--- src/pfc_ss_pkg.sv ---
package pfc_ss_pkg;

   localparam int TIMER_WIDTH_DEF = 16;
   localparam int CFG_WIDTH       = 16;
   localparam int CSR_IDX_WIDTH   = 2;
   localparam int CMD_WIDTH       = 2;
   localparam int PHASE_WIDTH     = 3;
   localparam int STATUS_WIDTH    = 2;

   localparam logic [CSR_IDX_WIDTH-1:0] CSR_INIT_DELAY   = 2'd0;
   localparam logic [CSR_IDX_WIDTH-1:0] CSR_SOFT_TIMEOUT = 2'd1;
   localparam logic [CSR_IDX_WIDTH-1:0] CSR_RELAY_TIMEOUT = 2'd2;

   localparam logic [CFG_WIDTH-1:0] INIT_DELAY_RST    = 16'd200;
   localparam logic [CFG_WIDTH-1:0] SOFT_TIMEOUT_RST  = 16'd5000;
   localparam logic [CFG_WIDTH-1:0] RELAY_TIMEOUT_RST = 16'd3000;

   localparam logic [CMD_WIDTH-1:0] CMD_NONE  = 2'd0;
   localparam logic [CMD_WIDTH-1:0] CMD_START = 2'd1;
   localparam logic [CMD_WIDTH-1:0] CMD_STOP  = 2'd2;

   localparam logic [PHASE_WIDTH-1:0] PHASE_INIT  = 3'd0;
   localparam logic [PHASE_WIDTH-1:0] PHASE_IDLE  = 3'd1;
   localparam logic [PHASE_WIDTH-1:0] PHASE_SOFT  = 3'd2;
   localparam logic [PHASE_WIDTH-1:0] PHASE_RELAY = 3'd3;
   localparam logic [PHASE_WIDTH-1:0] PHASE_RUN   = 3'd4;

   localparam logic [STATUS_WIDTH-1:0] STATUS_INIT    = 2'd0;
   localparam logic [STATUS_WIDTH-1:0] STATUS_IDLE    = 2'd1;
   localparam logic [STATUS_WIDTH-1:0] STATUS_RUNNING = 2'd2;

   typedef enum logic [4:0] {
      ST_INIT  = 5'b00001,
      ST_IDLE  = 5'b00010,
      ST_SOFT  = 5'b00100,
      ST_RELAY = 5'b01000,
      ST_RUN   = 5'b10000
   } state_type;

   typedef struct packed {
      logic [CMD_WIDTH-1:0] cmd;
      logic                 cfg_ready;
      logic                 hw_ready;
      logic                 protect_latched;
      logic                 vbus_ready;
      logic                 relay_closed;
   } req_item_type;

   typedef struct packed {
      logic [PHASE_WIDTH-1:0]  phase;
      logic [STATUS_WIDTH-1:0] run_status;
      logic                    relay_on_pulse;
      logic                    relay_off_pulse;
      logic                    control_on_pulse;
      logic                    control_off_pulse;
      logic                    binding_locked;
   } rsp_item_type;

   typedef struct packed {
      logic [CFG_WIDTH-1:0] init_delay_ticks;
      logic [CFG_WIDTH-1:0] soft_start_timeout_ticks;
      logic [CFG_WIDTH-1:0] relay_timeout_ticks;
   } cfg_type;

endpackage

--- src/pfc_ss_if.sv ---
interface pfc_ss_req_if import pfc_ss_pkg::*; ();
   logic                 valid;
   logic                 ready;
   logic [CMD_WIDTH-1:0] cmd;
   logic                 cfg_ready;
   logic                 hw_ready;
   logic                 protect_latched;
   logic                 vbus_ready;
   logic                 relay_closed;

   modport source (output valid, cmd, cfg_ready, hw_ready, protect_latched, vbus_ready,
                   relay_closed, input ready);
   modport sink (input valid, cmd, cfg_ready, hw_ready, protect_latched, vbus_ready,
                 relay_closed, output ready);
endinterface

interface pfc_ss_rsp_if import pfc_ss_pkg::*; ();
   logic                    valid;
   logic                    ready;
   logic [PHASE_WIDTH-1:0]  phase;
   logic [STATUS_WIDTH-1:0] run_status;
   logic                    relay_on_pulse;
   logic                    relay_off_pulse;
   logic                    control_on_pulse;
   logic                    control_off_pulse;
   logic                    binding_locked;

   modport source (output valid, phase, run_status, relay_on_pulse, relay_off_pulse,
                   control_on_pulse, control_off_pulse, binding_locked, input ready);
   modport sink (input valid, phase, run_status, relay_on_pulse, relay_off_pulse,
                 control_on_pulse, control_off_pulse, binding_locked, output ready);
endinterface

interface pfc_ss_csr_if import pfc_ss_pkg::*; ();
   logic                     valid;
   logic                     ready;
   logic [CSR_IDX_WIDTH-1:0] index;
   logic [CFG_WIDTH-1:0]     data;

   modport source (output valid, index, data, input ready);
   modport sink (input valid, index, data, output ready);
endinterface

--- src/pfc_ss_csr.sv ---
module pfc_ss_csr
   import pfc_ss_pkg::*;
(
   input  logic         clock,
   input  logic         reset,
   pfc_ss_csr_if.sink   csr_ch,
   output cfg_type      cfg
);

   cfg_type cfg_ff;
   cfg_type cfg_in;

   assign csr_ch.ready = 1'b1;
   assign cfg = cfg_ff;

   always_comb begin
      cfg_in = cfg_ff;
      if (csr_ch.valid) begin
         unique case (csr_ch.index)
            CSR_INIT_DELAY:    cfg_in.init_delay_ticks = csr_ch.data;
            CSR_SOFT_TIMEOUT:  cfg_in.soft_start_timeout_ticks = csr_ch.data;
            CSR_RELAY_TIMEOUT: cfg_in.relay_timeout_ticks = csr_ch.data;
            default:           cfg_in = cfg_ff;
         endcase
      end
   end

   always_ff @(posedge clock) begin
      if (reset) begin
         cfg_ff.init_delay_ticks         <= INIT_DELAY_RST;
         cfg_ff.soft_start_timeout_ticks <= SOFT_TIMEOUT_RST;
         cfg_ff.relay_timeout_ticks      <= RELAY_TIMEOUT_RST;
      end else begin
         cfg_ff <= cfg_in;
      end
   end

endmodule

--- src/pfc_ss_ctrl.sv ---
module pfc_ss_ctrl
   import pfc_ss_pkg::*;
#(
   parameter int TimerWidth = TIMER_WIDTH_DEF
) (
   input  logic         clock,
   input  logic         reset,
   input  logic         advance,
   input  req_item_type item,
   input  cfg_type      cfg,
   output rsp_item_type result
);

   localparam int LimWidth = (TimerWidth > CFG_WIDTH) ? TimerWidth : CFG_WIDTH;
   localparam logic [LimWidth-1:0] TimerMax = LimWidth'({TimerWidth{1'b1}});

   function automatic logic [TimerWidth-1:0] clamp_limit(input logic [CFG_WIDTH-1:0] r);
      logic [LimWidth-1:0] ext;
      ext = LimWidth'(r);
      if (ext > TimerMax) begin
         ext = TimerMax;
      end
      return ext[TimerWidth-1:0];
   endfunction

   state_type               state_ff, state_in;
   logic [CMD_WIDTH-1:0]    pend_ff, pend_in;
   logic [TimerWidth-1:0]   timer_ff, timer_in;
   logic                    lock_ff, lock_in;

   state_type               eff_state;
   state_type               next_state;
   logic [CMD_WIDTH-1:0]    pend_cur;
   logic [TimerWidth-1:0]   lim_cur;
   logic [TimerWidth-1:0]   timer_step;
   logic                    timer_below;
   logic                    rly_on, rly_off, ctl_on, ctl_off;

   always_comb begin
      pend_cur = (item.cmd == CMD_START || item.cmd == CMD_STOP) ? item.cmd : pend_ff;
      unique case (state_ff)
         ST_SOFT:  lim_cur = clamp_limit(cfg.soft_start_timeout_ticks);
         ST_RELAY: lim_cur = clamp_limit(cfg.relay_timeout_ticks);
         default:  lim_cur = clamp_limit(cfg.init_delay_ticks);
      endcase
      timer_below = timer_ff < lim_cur;
      timer_step  = timer_below ? timer_ff + 1'b1 : timer_ff;

      eff_state  = state_ff;
      next_state = state_ff;
      timer_in   = timer_ff;
      pend_in    = pend_cur;
      lock_in    = lock_ff;
      rly_on     = 1'b0;
      rly_off    = 1'b0;
      ctl_on     = 1'b0;
      ctl_off    = 1'b0;

      unique case (state_ff)
         ST_IDLE: begin
            pend_in = CMD_NONE;
            if (pend_cur == CMD_START && item.hw_ready && !item.protect_latched) begin
               next_state = ST_SOFT;
            end
         end
         ST_SOFT: begin
            timer_in = timer_step;
            pend_in  = CMD_NONE;
            if (pend_cur == CMD_STOP) begin
               next_state = ST_IDLE;
            end else if (item.vbus_ready) begin
               next_state = ST_RELAY;
            end else if (timer_step >= lim_cur) begin
               next_state = ST_IDLE;
            end
         end
         ST_RELAY: begin
            timer_in = timer_step;
            pend_in  = CMD_NONE;
            if (pend_cur == CMD_STOP) begin
               next_state = ST_IDLE;
            end else if (item.relay_closed) begin
               next_state = ST_RUN;
            end else if (timer_step >= lim_cur) begin
               next_state = ST_IDLE;
            end
         end
         ST_RUN: begin
            pend_in = CMD_NONE;
            if (pend_cur == CMD_STOP) begin
               next_state = ST_IDLE;
            end
         end
         default: begin
            eff_state  = ST_INIT;
            next_state = ST_INIT;
            if (timer_below) begin
               timer_in = timer_step;
            end else if (item.cfg_ready) begin
               next_state = ST_IDLE;
            end
         end
      endcase

      if (next_state != eff_state) begin
         if (eff_state == ST_IDLE) begin
            lock_in = 1'b1;
         end else if (eff_state == ST_RUN) begin
            ctl_off = 1'b1;
            rly_off = 1'b1;
         end
         unique case (next_state)
            ST_IDLE: begin
               lock_in = 1'b0;
               rly_off = 1'b1;
            end
            ST_SOFT: timer_in = '0;
            ST_RELAY: begin
               timer_in = '0;
               rly_on   = 1'b1;
            end
            ST_RUN: begin
               ctl_on = 1'b1;
               rly_on = 1'b1;
            end
            default: timer_in = '0;
         endcase
      end
      state_in = next_state;

      unique case (next_state)
         ST_IDLE: begin
            result.phase      = PHASE_IDLE;
            result.run_status = STATUS_IDLE;
         end
         ST_SOFT: begin
            result.phase      = PHASE_SOFT;
            result.run_status = STATUS_RUNNING;
         end
         ST_RELAY: begin
            result.phase      = PHASE_RELAY;
            result.run_status = STATUS_RUNNING;
         end
         ST_RUN: begin
            result.phase      = PHASE_RUN;
            result.run_status = STATUS_RUNNING;
         end
         default: begin
            result.phase      = PHASE_INIT;
            result.run_status = STATUS_INIT;
         end
      endcase
      result.relay_on_pulse    = rly_on;
      result.relay_off_pulse   = rly_off;
      result.control_on_pulse  = ctl_on;
      result.control_off_pulse = ctl_off;
      result.binding_locked    = lock_in;
   end

   always_ff @(posedge clock) begin
      if (reset) begin
         state_ff <= ST_INIT;
         pend_ff  <= CMD_NONE;
         timer_ff <= '0;
         lock_ff  <= 1'b0;
      end else if (advance) begin
         state_ff <= state_in;
         pend_ff  <= pend_in;
         timer_ff <= timer_in;
         lock_ff  <= lock_in;
      end
   end

`ifndef SYNTHESIS
   a_lock_on_leave_idle: assert property (@(posedge clock) disable iff (reset)
      advance && state_ff == ST_IDLE && state_in != ST_IDLE |=> lock_ff)
      else $error("binding not locked after leaving idle");

   a_ctl_on_with_relay: assert property (@(posedge clock) disable iff (reset)
      advance && result.control_on_pulse |-> result.relay_on_pulse &&
      !result.relay_off_pulse)
      else $error("control on without relay on");

   a_cmd_consumed: assert property (@(posedge clock) disable iff (reset)
      advance && state_ff != ST_INIT |=> pend_ff == CMD_NONE)
      else $error("pending command not consumed");

   a_unlocked_in_idle: assert property (@(posedge clock) disable iff (reset)
      advance && state_in == ST_IDLE && state_ff != ST_IDLE |=> !lock_ff)
      else $error("binding locked on entering idle");
`endif

endmodule

--- src/pfc_startup_sequencer_unit.sv ---
// An accepted item is held in the input register; its result is registered
// on advance. Throughput: one item per cycle unless the response stalls;
// the state update is combinational logic from input to result register.
// Reset: synchronous, active high; state goes to init, no pending command,
// timer zero, binding unlocked, configuration registers to their defaults.
module pfc_startup_sequencer_unit
   import pfc_ss_pkg::*;
#(
   parameter int TimerWidth = TIMER_WIDTH_DEF
) (
   input  logic         clock,
   input  logic         reset,
   pfc_ss_req_if.sink   req_ch,
   pfc_ss_rsp_if.source rsp_ch,
   pfc_ss_csr_if.sink   csr_ch
);

   cfg_type      cfg;
   logic         in_valid_ff;
   req_item_type in_item_ff;
   logic         rsp_valid_ff;
   rsp_item_type rsp_item_ff;
   rsp_item_type result;
   logic         advance;
   logic         req_fire;

   assign advance      = in_valid_ff && (!rsp_valid_ff || rsp_ch.ready);
   assign req_ch.ready = !in_valid_ff || advance;
   assign req_fire     = req_ch.valid && req_ch.ready;

   pfc_ss_csr u_csr (
      .clock  (clock),
      .reset  (reset),
      .csr_ch (csr_ch),
      .cfg    (cfg)
   );

   pfc_ss_ctrl #(
      .TimerWidth (TimerWidth)
   ) u_ctrl (
      .clock   (clock),
      .reset   (reset),
      .advance (advance),
      .item    (in_item_ff),
      .cfg     (cfg),
      .result  (result)
   );

   always_ff @(posedge clock) begin
      if (reset) begin
         in_valid_ff <= 1'b0;
      end else if (req_fire) begin
         in_valid_ff <= 1'b1;
      end else if (advance) begin
         in_valid_ff <= 1'b0;
      end
   end

   always_ff @(posedge clock) begin
      if (req_fire) begin
         in_item_ff.cmd             <= req_ch.cmd;
         in_item_ff.cfg_ready       <= req_ch.cfg_ready;
         in_item_ff.hw_ready        <= req_ch.hw_ready;
         in_item_ff.protect_latched <= req_ch.protect_latched;
         in_item_ff.vbus_ready      <= req_ch.vbus_ready;
         in_item_ff.relay_closed    <= req_ch.relay_closed;
      end
   end

   always_ff @(posedge clock) begin
      if (reset) begin
         rsp_valid_ff <= 1'b0;
      end else if (advance) begin
         rsp_valid_ff <= 1'b1;
      end else if (rsp_ch.ready) begin
         rsp_valid_ff <= 1'b0;
      end
   end

   always_ff @(posedge clock) begin
      if (advance) begin
         rsp_item_ff <= result;
      end
   end

   assign rsp_ch.valid             = rsp_valid_ff;
   assign rsp_ch.phase             = rsp_item_ff.phase;
   assign rsp_ch.run_status        = rsp_item_ff.run_status;
   assign rsp_ch.relay_on_pulse    = rsp_item_ff.relay_on_pulse;
   assign rsp_ch.relay_off_pulse   = rsp_item_ff.relay_off_pulse;
   assign rsp_ch.control_on_pulse  = rsp_item_ff.control_on_pulse;
   assign rsp_ch.control_off_pulse = rsp_item_ff.control_off_pulse;
   assign rsp_ch.binding_locked    = rsp_item_ff.binding_locked;

`ifndef SYNTHESIS
   a_no_item_lost: assert property (@(posedge clock) disable iff (reset)
      in_valid_ff && !advance |=> in_valid_ff && $stable(in_item_ff))
      else $error("held item dropped");

   a_result_follows_advance: assert property (@(posedge clock) disable iff (reset)
      advance |=> rsp_valid_ff)
      else $error("result missing after advance");

   a_no_overwrite: assert property (@(posedge clock) disable iff (reset)
      rsp_valid_ff && !rsp_ch.ready |-> !advance)
      else $error("pending result overwritten");
`endif

endmodule
--- src/flat_wrapper.sv ---
// flat-port wrapper written by rule: the top's interface ports become plain ports
module pfc_startup_sequencer_unit_flat import pfc_ss_pkg::*;
#(
   parameter int TimerWidth = TIMER_WIDTH_DEF
)
  (clock, reset, req_ch_valid, req_ch_cmd, req_ch_cfg_ready, req_ch_hw_ready, req_ch_protect_latched, req_ch_vbus_ready, req_ch_relay_closed, req_ch_ready, rsp_ch_valid, rsp_ch_phase, rsp_ch_run_status, rsp_ch_relay_on_pulse, rsp_ch_relay_off_pulse, rsp_ch_control_on_pulse, rsp_ch_control_off_pulse, rsp_ch_binding_locked, rsp_ch_ready, csr_ch_valid, csr_ch_index, csr_ch_data, csr_ch_ready);
  pfc_ss_req_if req_ch_i ();
  pfc_ss_rsp_if rsp_ch_i ();
  pfc_ss_csr_if csr_ch_i ();
  input  logic clock;
  input  logic reset;
  input wire logic [$bits(req_ch_i.valid)-1:0] req_ch_valid;
  input wire logic [$bits(req_ch_i.cmd)-1:0] req_ch_cmd;
  input wire logic [$bits(req_ch_i.cfg_ready)-1:0] req_ch_cfg_ready;
  input wire logic [$bits(req_ch_i.hw_ready)-1:0] req_ch_hw_ready;
  input wire logic [$bits(req_ch_i.protect_latched)-1:0] req_ch_protect_latched;
  input wire logic [$bits(req_ch_i.vbus_ready)-1:0] req_ch_vbus_ready;
  input wire logic [$bits(req_ch_i.relay_closed)-1:0] req_ch_relay_closed;
  output wire logic [$bits(req_ch_i.ready)-1:0] req_ch_ready;
  output wire logic [$bits(rsp_ch_i.valid)-1:0] rsp_ch_valid;
  output wire logic [$bits(rsp_ch_i.phase)-1:0] rsp_ch_phase;
  output wire logic [$bits(rsp_ch_i.run_status)-1:0] rsp_ch_run_status;
  output wire logic [$bits(rsp_ch_i.relay_on_pulse)-1:0] rsp_ch_relay_on_pulse;
  output wire logic [$bits(rsp_ch_i.relay_off_pulse)-1:0] rsp_ch_relay_off_pulse;
  output wire logic [$bits(rsp_ch_i.control_on_pulse)-1:0] rsp_ch_control_on_pulse;
  output wire logic [$bits(rsp_ch_i.control_off_pulse)-1:0] rsp_ch_control_off_pulse;
  output wire logic [$bits(rsp_ch_i.binding_locked)-1:0] rsp_ch_binding_locked;
  input wire logic [$bits(rsp_ch_i.ready)-1:0] rsp_ch_ready;
  input wire logic [$bits(csr_ch_i.valid)-1:0] csr_ch_valid;
  input wire logic [$bits(csr_ch_i.index)-1:0] csr_ch_index;
  input wire logic [$bits(csr_ch_i.data)-1:0] csr_ch_data;
  output wire logic [$bits(csr_ch_i.ready)-1:0] csr_ch_ready;
  assign req_ch_i.valid = req_ch_valid;
  assign req_ch_i.cmd = req_ch_cmd;
  assign req_ch_i.cfg_ready = req_ch_cfg_ready;
  assign req_ch_i.hw_ready = req_ch_hw_ready;
  assign req_ch_i.protect_latched = req_ch_protect_latched;
  assign req_ch_i.vbus_ready = req_ch_vbus_ready;
  assign req_ch_i.relay_closed = req_ch_relay_closed;
  assign req_ch_ready = req_ch_i.ready;
  assign rsp_ch_valid = rsp_ch_i.valid;
  assign rsp_ch_phase = rsp_ch_i.phase;
  assign rsp_ch_run_status = rsp_ch_i.run_status;
  assign rsp_ch_relay_on_pulse = rsp_ch_i.relay_on_pulse;
  assign rsp_ch_relay_off_pulse = rsp_ch_i.relay_off_pulse;
  assign rsp_ch_control_on_pulse = rsp_ch_i.control_on_pulse;
  assign rsp_ch_control_off_pulse = rsp_ch_i.control_off_pulse;
  assign rsp_ch_binding_locked = rsp_ch_i.binding_locked;
  assign rsp_ch_i.ready = rsp_ch_ready;
  assign csr_ch_i.valid = csr_ch_valid;
  assign csr_ch_i.index = csr_ch_index;
  assign csr_ch_i.data = csr_ch_data;
  assign csr_ch_ready = csr_ch_i.ready;
  pfc_startup_sequencer_unit #(.TimerWidth(TimerWidth)) u_core (.clock(clock), .reset(reset), .req_ch(req_ch_i), .rsp_ch(rsp_ch_i), .csr_ch(csr_ch_i));
endmodule
--- config.mk ---
export PLATFORM = sky130hd
export DESIGN_NAME = pfc_startup_sequencer_unit_flat
export DESIGN_NICKNAME = d
export VERILOG_FILES = /design/src/pfc_ss_pkg.sv /design/src/pfc_ss_if.sv /design/src/pfc_ss_csr.sv /design/src/pfc_ss_ctrl.sv /design/src/pfc_startup_sequencer_unit.sv /design/src/flat_wrapper.sv
export SDC_FILE = /design/constraint.sdc
export NUM_CORES = 1
export LEC_CHECK = 0
export ABC_AREA = 1
export BUFFER_PORTS_ARGS = -buffer_cell sky130_fd_sc_hd__buf_2
export CAP_MARGIN = 30
export CORE_MARGIN = 5
export CORE_UTILIZATION = 55
export CTS_BUF_LIST = sky130_fd_sc_hd__clkbuf_2 sky130_fd_sc_hd__clkbuf_4 sky130_fd_sc_hd__clkbuf_8
export DETAILED_ROUTE_END_ITERATION = 10
export PLACE_DENSITY = 0.83
export SYNTH_ARGS = -nofsm -noshare
export SYNTH_HDL_FRONTEND = slang
export SYNTH_SLANG_ARGS = --single-unit
--- constraint.sdc ---
create_clock -name clock -period 5.4 [get_ports clock]
set_clock_uncertainty 0.15 [all_clocks]
set_input_delay 0.27 -clock clock [delete_from_list [all_inputs] [get_ports clock]]
set_output_delay 0.27 -clock clock [all_outputs]
set_load 0.005 [all_outputs]
Yosys cells after proc, flatten, opt, wreduce, memory -nomap -nowiden:

Index checks and enable logic that the tools add are counted.
Widths: inputs -> output; s select.

* equal/unequal tests: 17
* $mul: 0
* bitwise gates (word level): 0
* $add $sub $neg: 1
* multiplexer cells: 35
* div/mod/pow operators: 0
* $lt $le $gt $ge: 5
* reduce and logical (&&, ||, !) cells: 21
* shift-type cells: 0

Operators with widths (count)
* $mux 16: 7
* $pmux 16 s2: 2
* $gt 16x16->1 const B: 3
* $mux 5: 8
* $pmux 5 s4: 2
* $add 16x1->16 const B: 1
* $ge 16x16->1: 1
* $lt 16x16->1: 1
* $eq 5x2->1 const B: 3
* $eq 5x5->1 const B: 3
* $mux 1: 12
* $eq 5x3->1 const B: 2
* $eq 5x4->1 const B: 2
* $mux 2: 4
* $reduce_or 2->1: 4
* $eq 2x1->1 const B: 3
* $eq 2x2->1 const B: 3
* $reduce_and 2->1: 3
* $ne 5x5->1: 1
* $logic_and 1x1->1: 4
* $reduce_bool 2->1: 2
* $reduce_or 4->1: 1
* $logic_not 1->1: 3
* $logic_or 1x1->1: 3
* $logic_not 2->1: 1

* bits of input ports: 30
* output and inout port bits: 13
* register bits after elaboration: 91
* latch bits: 0
* memories: 0
* memory bits (read-only): 0
* RAM bits: 0
* word-level logic and storage cells: 101

Depth between registers and ports, before layout:

* depth in word-level cells: 14
* gate-level depth with buffers: 38
* mapped depth without buffers: 36

By module:

From an unflattened synthesis, not the netlist that was laid out.

* cells, all modules: 765
* area total of the unflattened synthesis: 5486.5 sq um

By module, submodules not included
* pfc_ss_ctrl: cells each 450, area an instance 2914.0 sq um, times used 1, sequential area each 480.5 sq um
* pfc_ss_csr: cells each 286, area an instance 1970.6 sq um, times used 1, sequential area each 960.9 sq um
* pfc_startup_sequencer_unit: cells each 29, area an instance 601.8 sq um, times used 1, sequential area each 550.5 sq um

Least setup slack after synthesis:

OpenSTA, ideal clock, no wires.

* path kind: register -> register
* from: register u_core.u_ctrl.state_ff[3]
* to: register u_core.u_ctrl.timer_ff[14]
* path slack: 27 ps
* required time: 5181 ps
* library setup time: 69 ps
* period minus slack after synthesis: 5373 ps
* cell stages (with the launch flop): 33
* path buffers: 2
* arrival: 5154 ps
* path through: dfxtp_1 > inv_2 > nor2_4 > nand3_4 > nand2_4 > inv_1 > clkbuf_1 > a221oi_1 > ha_1 > a21oi_1 > o21ai_0 > a221oi_1 > nand2_4 > nor2_1 > nand3_1 > nor3_1 > nand2_1 > nor2_1 > xor2_1 > inv_2 > ha_1 > a21oi_1 > a21oi_1 > a211oi_1 > nand3_1 > nand3_1 > nand2_1 > inv_1 > nand2_1 > o21bai_4 > buf_6 > nand2_2 > a21oi_2

* cells in the longest elaborated chain, start to end: 13
* elaborated cells on any way between the ends: 29
* classes of those cells: order compare: 2; eq/ne: 7; mux: 16; reduce/logical: 4

RTL lines
* start: declaration: line pfc_ss_ctrl.sv:26 `state_type state_ff, state_in;`
* start signal: assignment: line pfc_ss_ctrl.sv:167 `state_ff <= state_in;`
* $eq 5x4->1 or $eq 5x3->1 (tied branches): line pfc_ss_ctrl.sv:41, pfc_ss_ctrl.sv:59
* $pmux 16 s2: line pfc_ss_ctrl.sv:41 `unique case (state_ff)`
* $lt 16x16->1: line pfc_ss_ctrl.sv:46 `timer_below = timer_ff < lim_cur;`
* $mux 16: line pfc_ss_ctrl.sv:47 `timer_step = timer_below ? timer_ff + 1'b1 : timer_ff;`
* $ge 16x16->1: line pfc_ss_ctrl.sv:73, pfc_ss_ctrl.sv:84
* $mux 5: line pfc_ss_ctrl.sv:73, pfc_ss_ctrl.sv:84
* $mux 5 (on tied branches): line pfc_ss_ctrl.sv:82, pfc_ss_ctrl.sv:71
* $mux 5 (on tied branches): line pfc_ss_ctrl.sv:80, pfc_ss_ctrl.sv:69
* $pmux 5 s4: line pfc_ss_ctrl.sv:59 `unique case (state_ff)`
* $eq 5x5->1 or $eq 5x2->1 (tied branches): line pfc_ss_ctrl.sv:112 `unique case (next_state)`
* $reduce_or 2->1 (no line)
* $mux 16: line pfc_ss_ctrl.sv:112
* $mux 16 *: line pfc_ss_ctrl.sv:105 `if (next_state != eff_state) begin`
* end signal: assignment: line pfc_ss_ctrl.sv:169 `timer_ff <= timer_in;`
* end: declaration: line pfc_ss_ctrl.sv:28 `logic [TimerWidth-1:0] timer_ff, timer_in;`

Mark *: on every way between the ends. The rest lies on a longest branch, timed or not.
A chain may end at the register's enable or synchronous reset.

Final worst setup path:

* from: register u_core.u_ctrl.state_ff[3]
* to: register u_core.u_ctrl.timer_ff[3]

The elaborated chain is that of the path after synthesis.

==> impl_metrics.toml <==
[floorplanning]
num_rows = 35
die_w_um = 106
die_y_um = 106
coreArea_sq_mm = 0.00915
start_util = 0.556
design.die.area_sq_mm = 0.0113
io_pins = 43

[timing]
timing.fmax_ghz = 0.178
post-route-period-util = 1.04
grt_setup_unrepaired = "yes"
worst_pin_slew_ns = 0.969
timing.max_slew.rel_slack = 0.352
fin_crit_ns = 5.62
timing_hold_violations_final = 0
setup_slack_ns = -0.215
slew_viol_final = 0
setup_viol = 17

[setup_path]
cp_data_required_time_ns = 5.55
cpPeakStageDelay_ns = 0.39
cp-start-kind = "register"
endpoint_kind = "register"
cp.arrival_ns = 5.77
worstPathMaxFanout = 8
cp_slowest_cell = "dfxtp_4"
worst-setup-path-type = "reg2reg"

[detailed_routing]
routed_wl_um = 15300
ant_nets = 0
drt-initial-drc-count = 460
firstDrtPassIters = 9
vias = 5307
drc_errors = 0
routedWlPerCell_um = 17.2
vias_per_cell = 5.96

[yosys]
syn_area_per_cell_sq_um = 7.51
syn_nets = 738
mappedNetlistArea_sq_mm = 0.00509
async_flop_share = 0
synth-edff-count = 17
synth_cell_types = 41
ys_seq_elements = 91
synthCells = 678
synth_flop_cell = "dfxtp_1"
yosysWarnings = 0
yosysSeqAreaShare = 0.391

[global_routing]
first_global_vias = 4876
grt_pass1_wl_um = 23000
track_usage = 0.248
grt_max_degree = 47
overflow = 0
antenna_found_initial = 0

[cells_and_area]
fill_cells = 629
num-nets-final = 835
syn2layout_area_growth_pct = 27.5
diodes = 0
final_area_sq_mm = 0.00649
multi_input_area_sq_mm = 0.00300
drive_gt1_frac = 0.271
layout.area.seq_sq_mm = 0.00200

[clock_tree]
clockBufferDepth = 2
htreeDepth = 3
cts_made_buffers = 9
clkSinkCount = 91
cts-root-buf = "clkbuf_8"
cts_tree = "built"
clock_latency_ns = 0.38
clk_pin_slew_worst_paths_ns = 0.09

[power]
total_power_uw = 1410
peakVddDrop_uv = 164
power_density_mw_per_mm2 = 218
leakage_uw = 0.00286

[placed_design]
place_area_sq_mm = 0.00551
place_hpwl_um = 9190
io_buffer_count = 41
place_congestion = 0.873

[status]
status = "complete, but fails checks"
violations = "setup timing"

[job]
cap_violations = 0

[hold_path]
hp-class = "in2reg"
==> final cells by class <==
cell class,instances,area share
multi-input cells,485,0.463
flip-flops and latches,91,0.308
repair buffers,111,0.132
inverters,77,0.0466
well taps,111,0.0214
clock buffers,10,0.0202
clock inverters,6,0.00887
==> what timing repair did <==
item / 4_1_cts / 5_1_grt
gates resized for setup: 27 / 40
cloned: 1 / 0
pin swaps: 7 / 26
setup buffers: 15 / 17
hold endpoints to repair: 15 / 0
endpoints found under the setup margin: 18 / 25
hold buffers: 14 / 0
==> metrics by stage <==
| stage | setup WS [ns] | std cells | util | setup TNS, ns | hold slack [ns] |
|---|---|---|---|---|---|
| 2_1_floorplan | 0.0266 | 678 | - | 0 | 0.219 |
| 3_3_place_gp | 0.0829 | 827 | 0.602 | 0 | 0.289 |
| 3_5_place_dp | -0.174 | 827 | 0.602 | -2.42 | 0.298 |
| 4_1_cts | 0.00490 | 873 | 0.669 | 0 | 0.00107 |
| 5_1_grt | -0.480 | 891 | 0.709 | -8.48 | 0.00273 |
| 6_report | -0.215 | 891 | 0.709 | -3.04 | 0.00222 |
==> flip-flops by register name, indices dropped and copies added, names as in the netlist, 2 cells and up <==
signal                    flops
u_core.in_item_ff             7
u_core.rsp_ch.phase           3
u_core.rsp_ch.run_status      2
u_core.u_csr.cfg             48
u_core.u_ctrl.pend_ff         2
u_core.u_ctrl.state_ff        5
u_core.u_ctrl.timer_ff       16
==> layout by cell type (no fill, tap or decap), drive strengths merged, types with 3 or more instances in the layout <==
master,count
clkbuf,10
nor2,72
nand2,156
a211oi,3
buf,97
a21oi,69
nor3,7
inv,76
o21bai,4
o21ai,45
clkinvlp,3
dfxtp,74
a221oi,10
dlygate4sd3,14
xor2,14
edfxtp,17
nand3,47
clkinv,4
nand4,11
a22o,4
ha,30
==> worst max-delay path: cells and delay by family, from the launching register on <==
family / cells / cell delay [ns]
compound gates: 7 / 1.54
flops: 1 / 0.39
fa+ha+maj: 2 / 0.58
simple gates: 14 / 1.43
xor+xnor: 1 / 0.24
buf+inv: 10 / 1.21
==> routing by layer <==
metal  track usage  wire length (um)
met4         0.118               751
met2         0.410              7350
met5             0                 0
met1         0.316              6040
met3        0.0401              1190
==> cell usage after synthesis (2+ instances only) <==
library cell,instances,area (sq um)
a211oi_1,3,22.5
a21oi_1,59,295
a21oi_2,10,87.6
a221oi_1,10,87.6
a22o_1,4,35.0
buf_1,2,7.51
clkbuf_1,20,75.1
clkinv_1,2,7.51
dfxtp_1,74,1480
edfxtp_1,17,510
ha_1,30,375
inv_1,66,248
inv_2,9,33.8
nand2_1,137,514
nand2_2,17,106
nand2_4,2,22.5
nand3_1,42,210
nand3_2,3,30.0
nand3_4,2,35.0
nand4_1,11,68.8
nor2_1,67,251
nor2_4,4,45.0
nor3_1,7,35.0
nor4_1,2,12.5
o211ai_1,2,15.0
o21a_1,2,15.0
o21ai_0,44,220
o21bai_1,3,22.5
o22ai_1,2,12.5
xor2_1,14,123
==> where the power goes <==
part / switching, uW / internal (uW)
clock: 275 / 184
combinational: 123 / 87.4
sequential: 20.2 / 722
==> logic make-up after synthesis <==
kind of cell | Yosys count | synth area share
buffers and inverters | 102 | 0.0776
adder cells (fa/ha/maj) | 30 | 0.0737
other | 1 | 0.000736
XOR/XNOR | 14 | 0.0241
flip-flops | 91 | 0.391
AND/OR/NAND/NOR | 299 | 0.268
AO/OA/AOI/OAI | 141 | 0.164
==> path summary, 6_finish.rpt <==
check,from,to,slack [ns],depth (start not counted)
setup / recovery,u_core.u_ctrl.state_ff[3]$_SDFFE_PP0P_,u_core.u_ctrl.timer_ff[3]$_SDFFE_PP0P_,-0.22,34
hold reg to reg,u_core.u_csr.cfg[22]$_SDFFE_PP0P_,u_core.u_csr.cfg[22]$_SDFFE_PP0P_,0.32,2
hold / removal,csr_ch_data[15],u_core.u_csr.cfg[47]$_SDFFE_PP0P_,0.002,3
setup reg to reg,u_core.u_ctrl.state_ff[3]$_SDFFE_PP0P_,u_core.u_ctrl.timer_ff[3]$_SDFFE_PP0P_,-0.22,34
(Power assumes the default switching activity.)
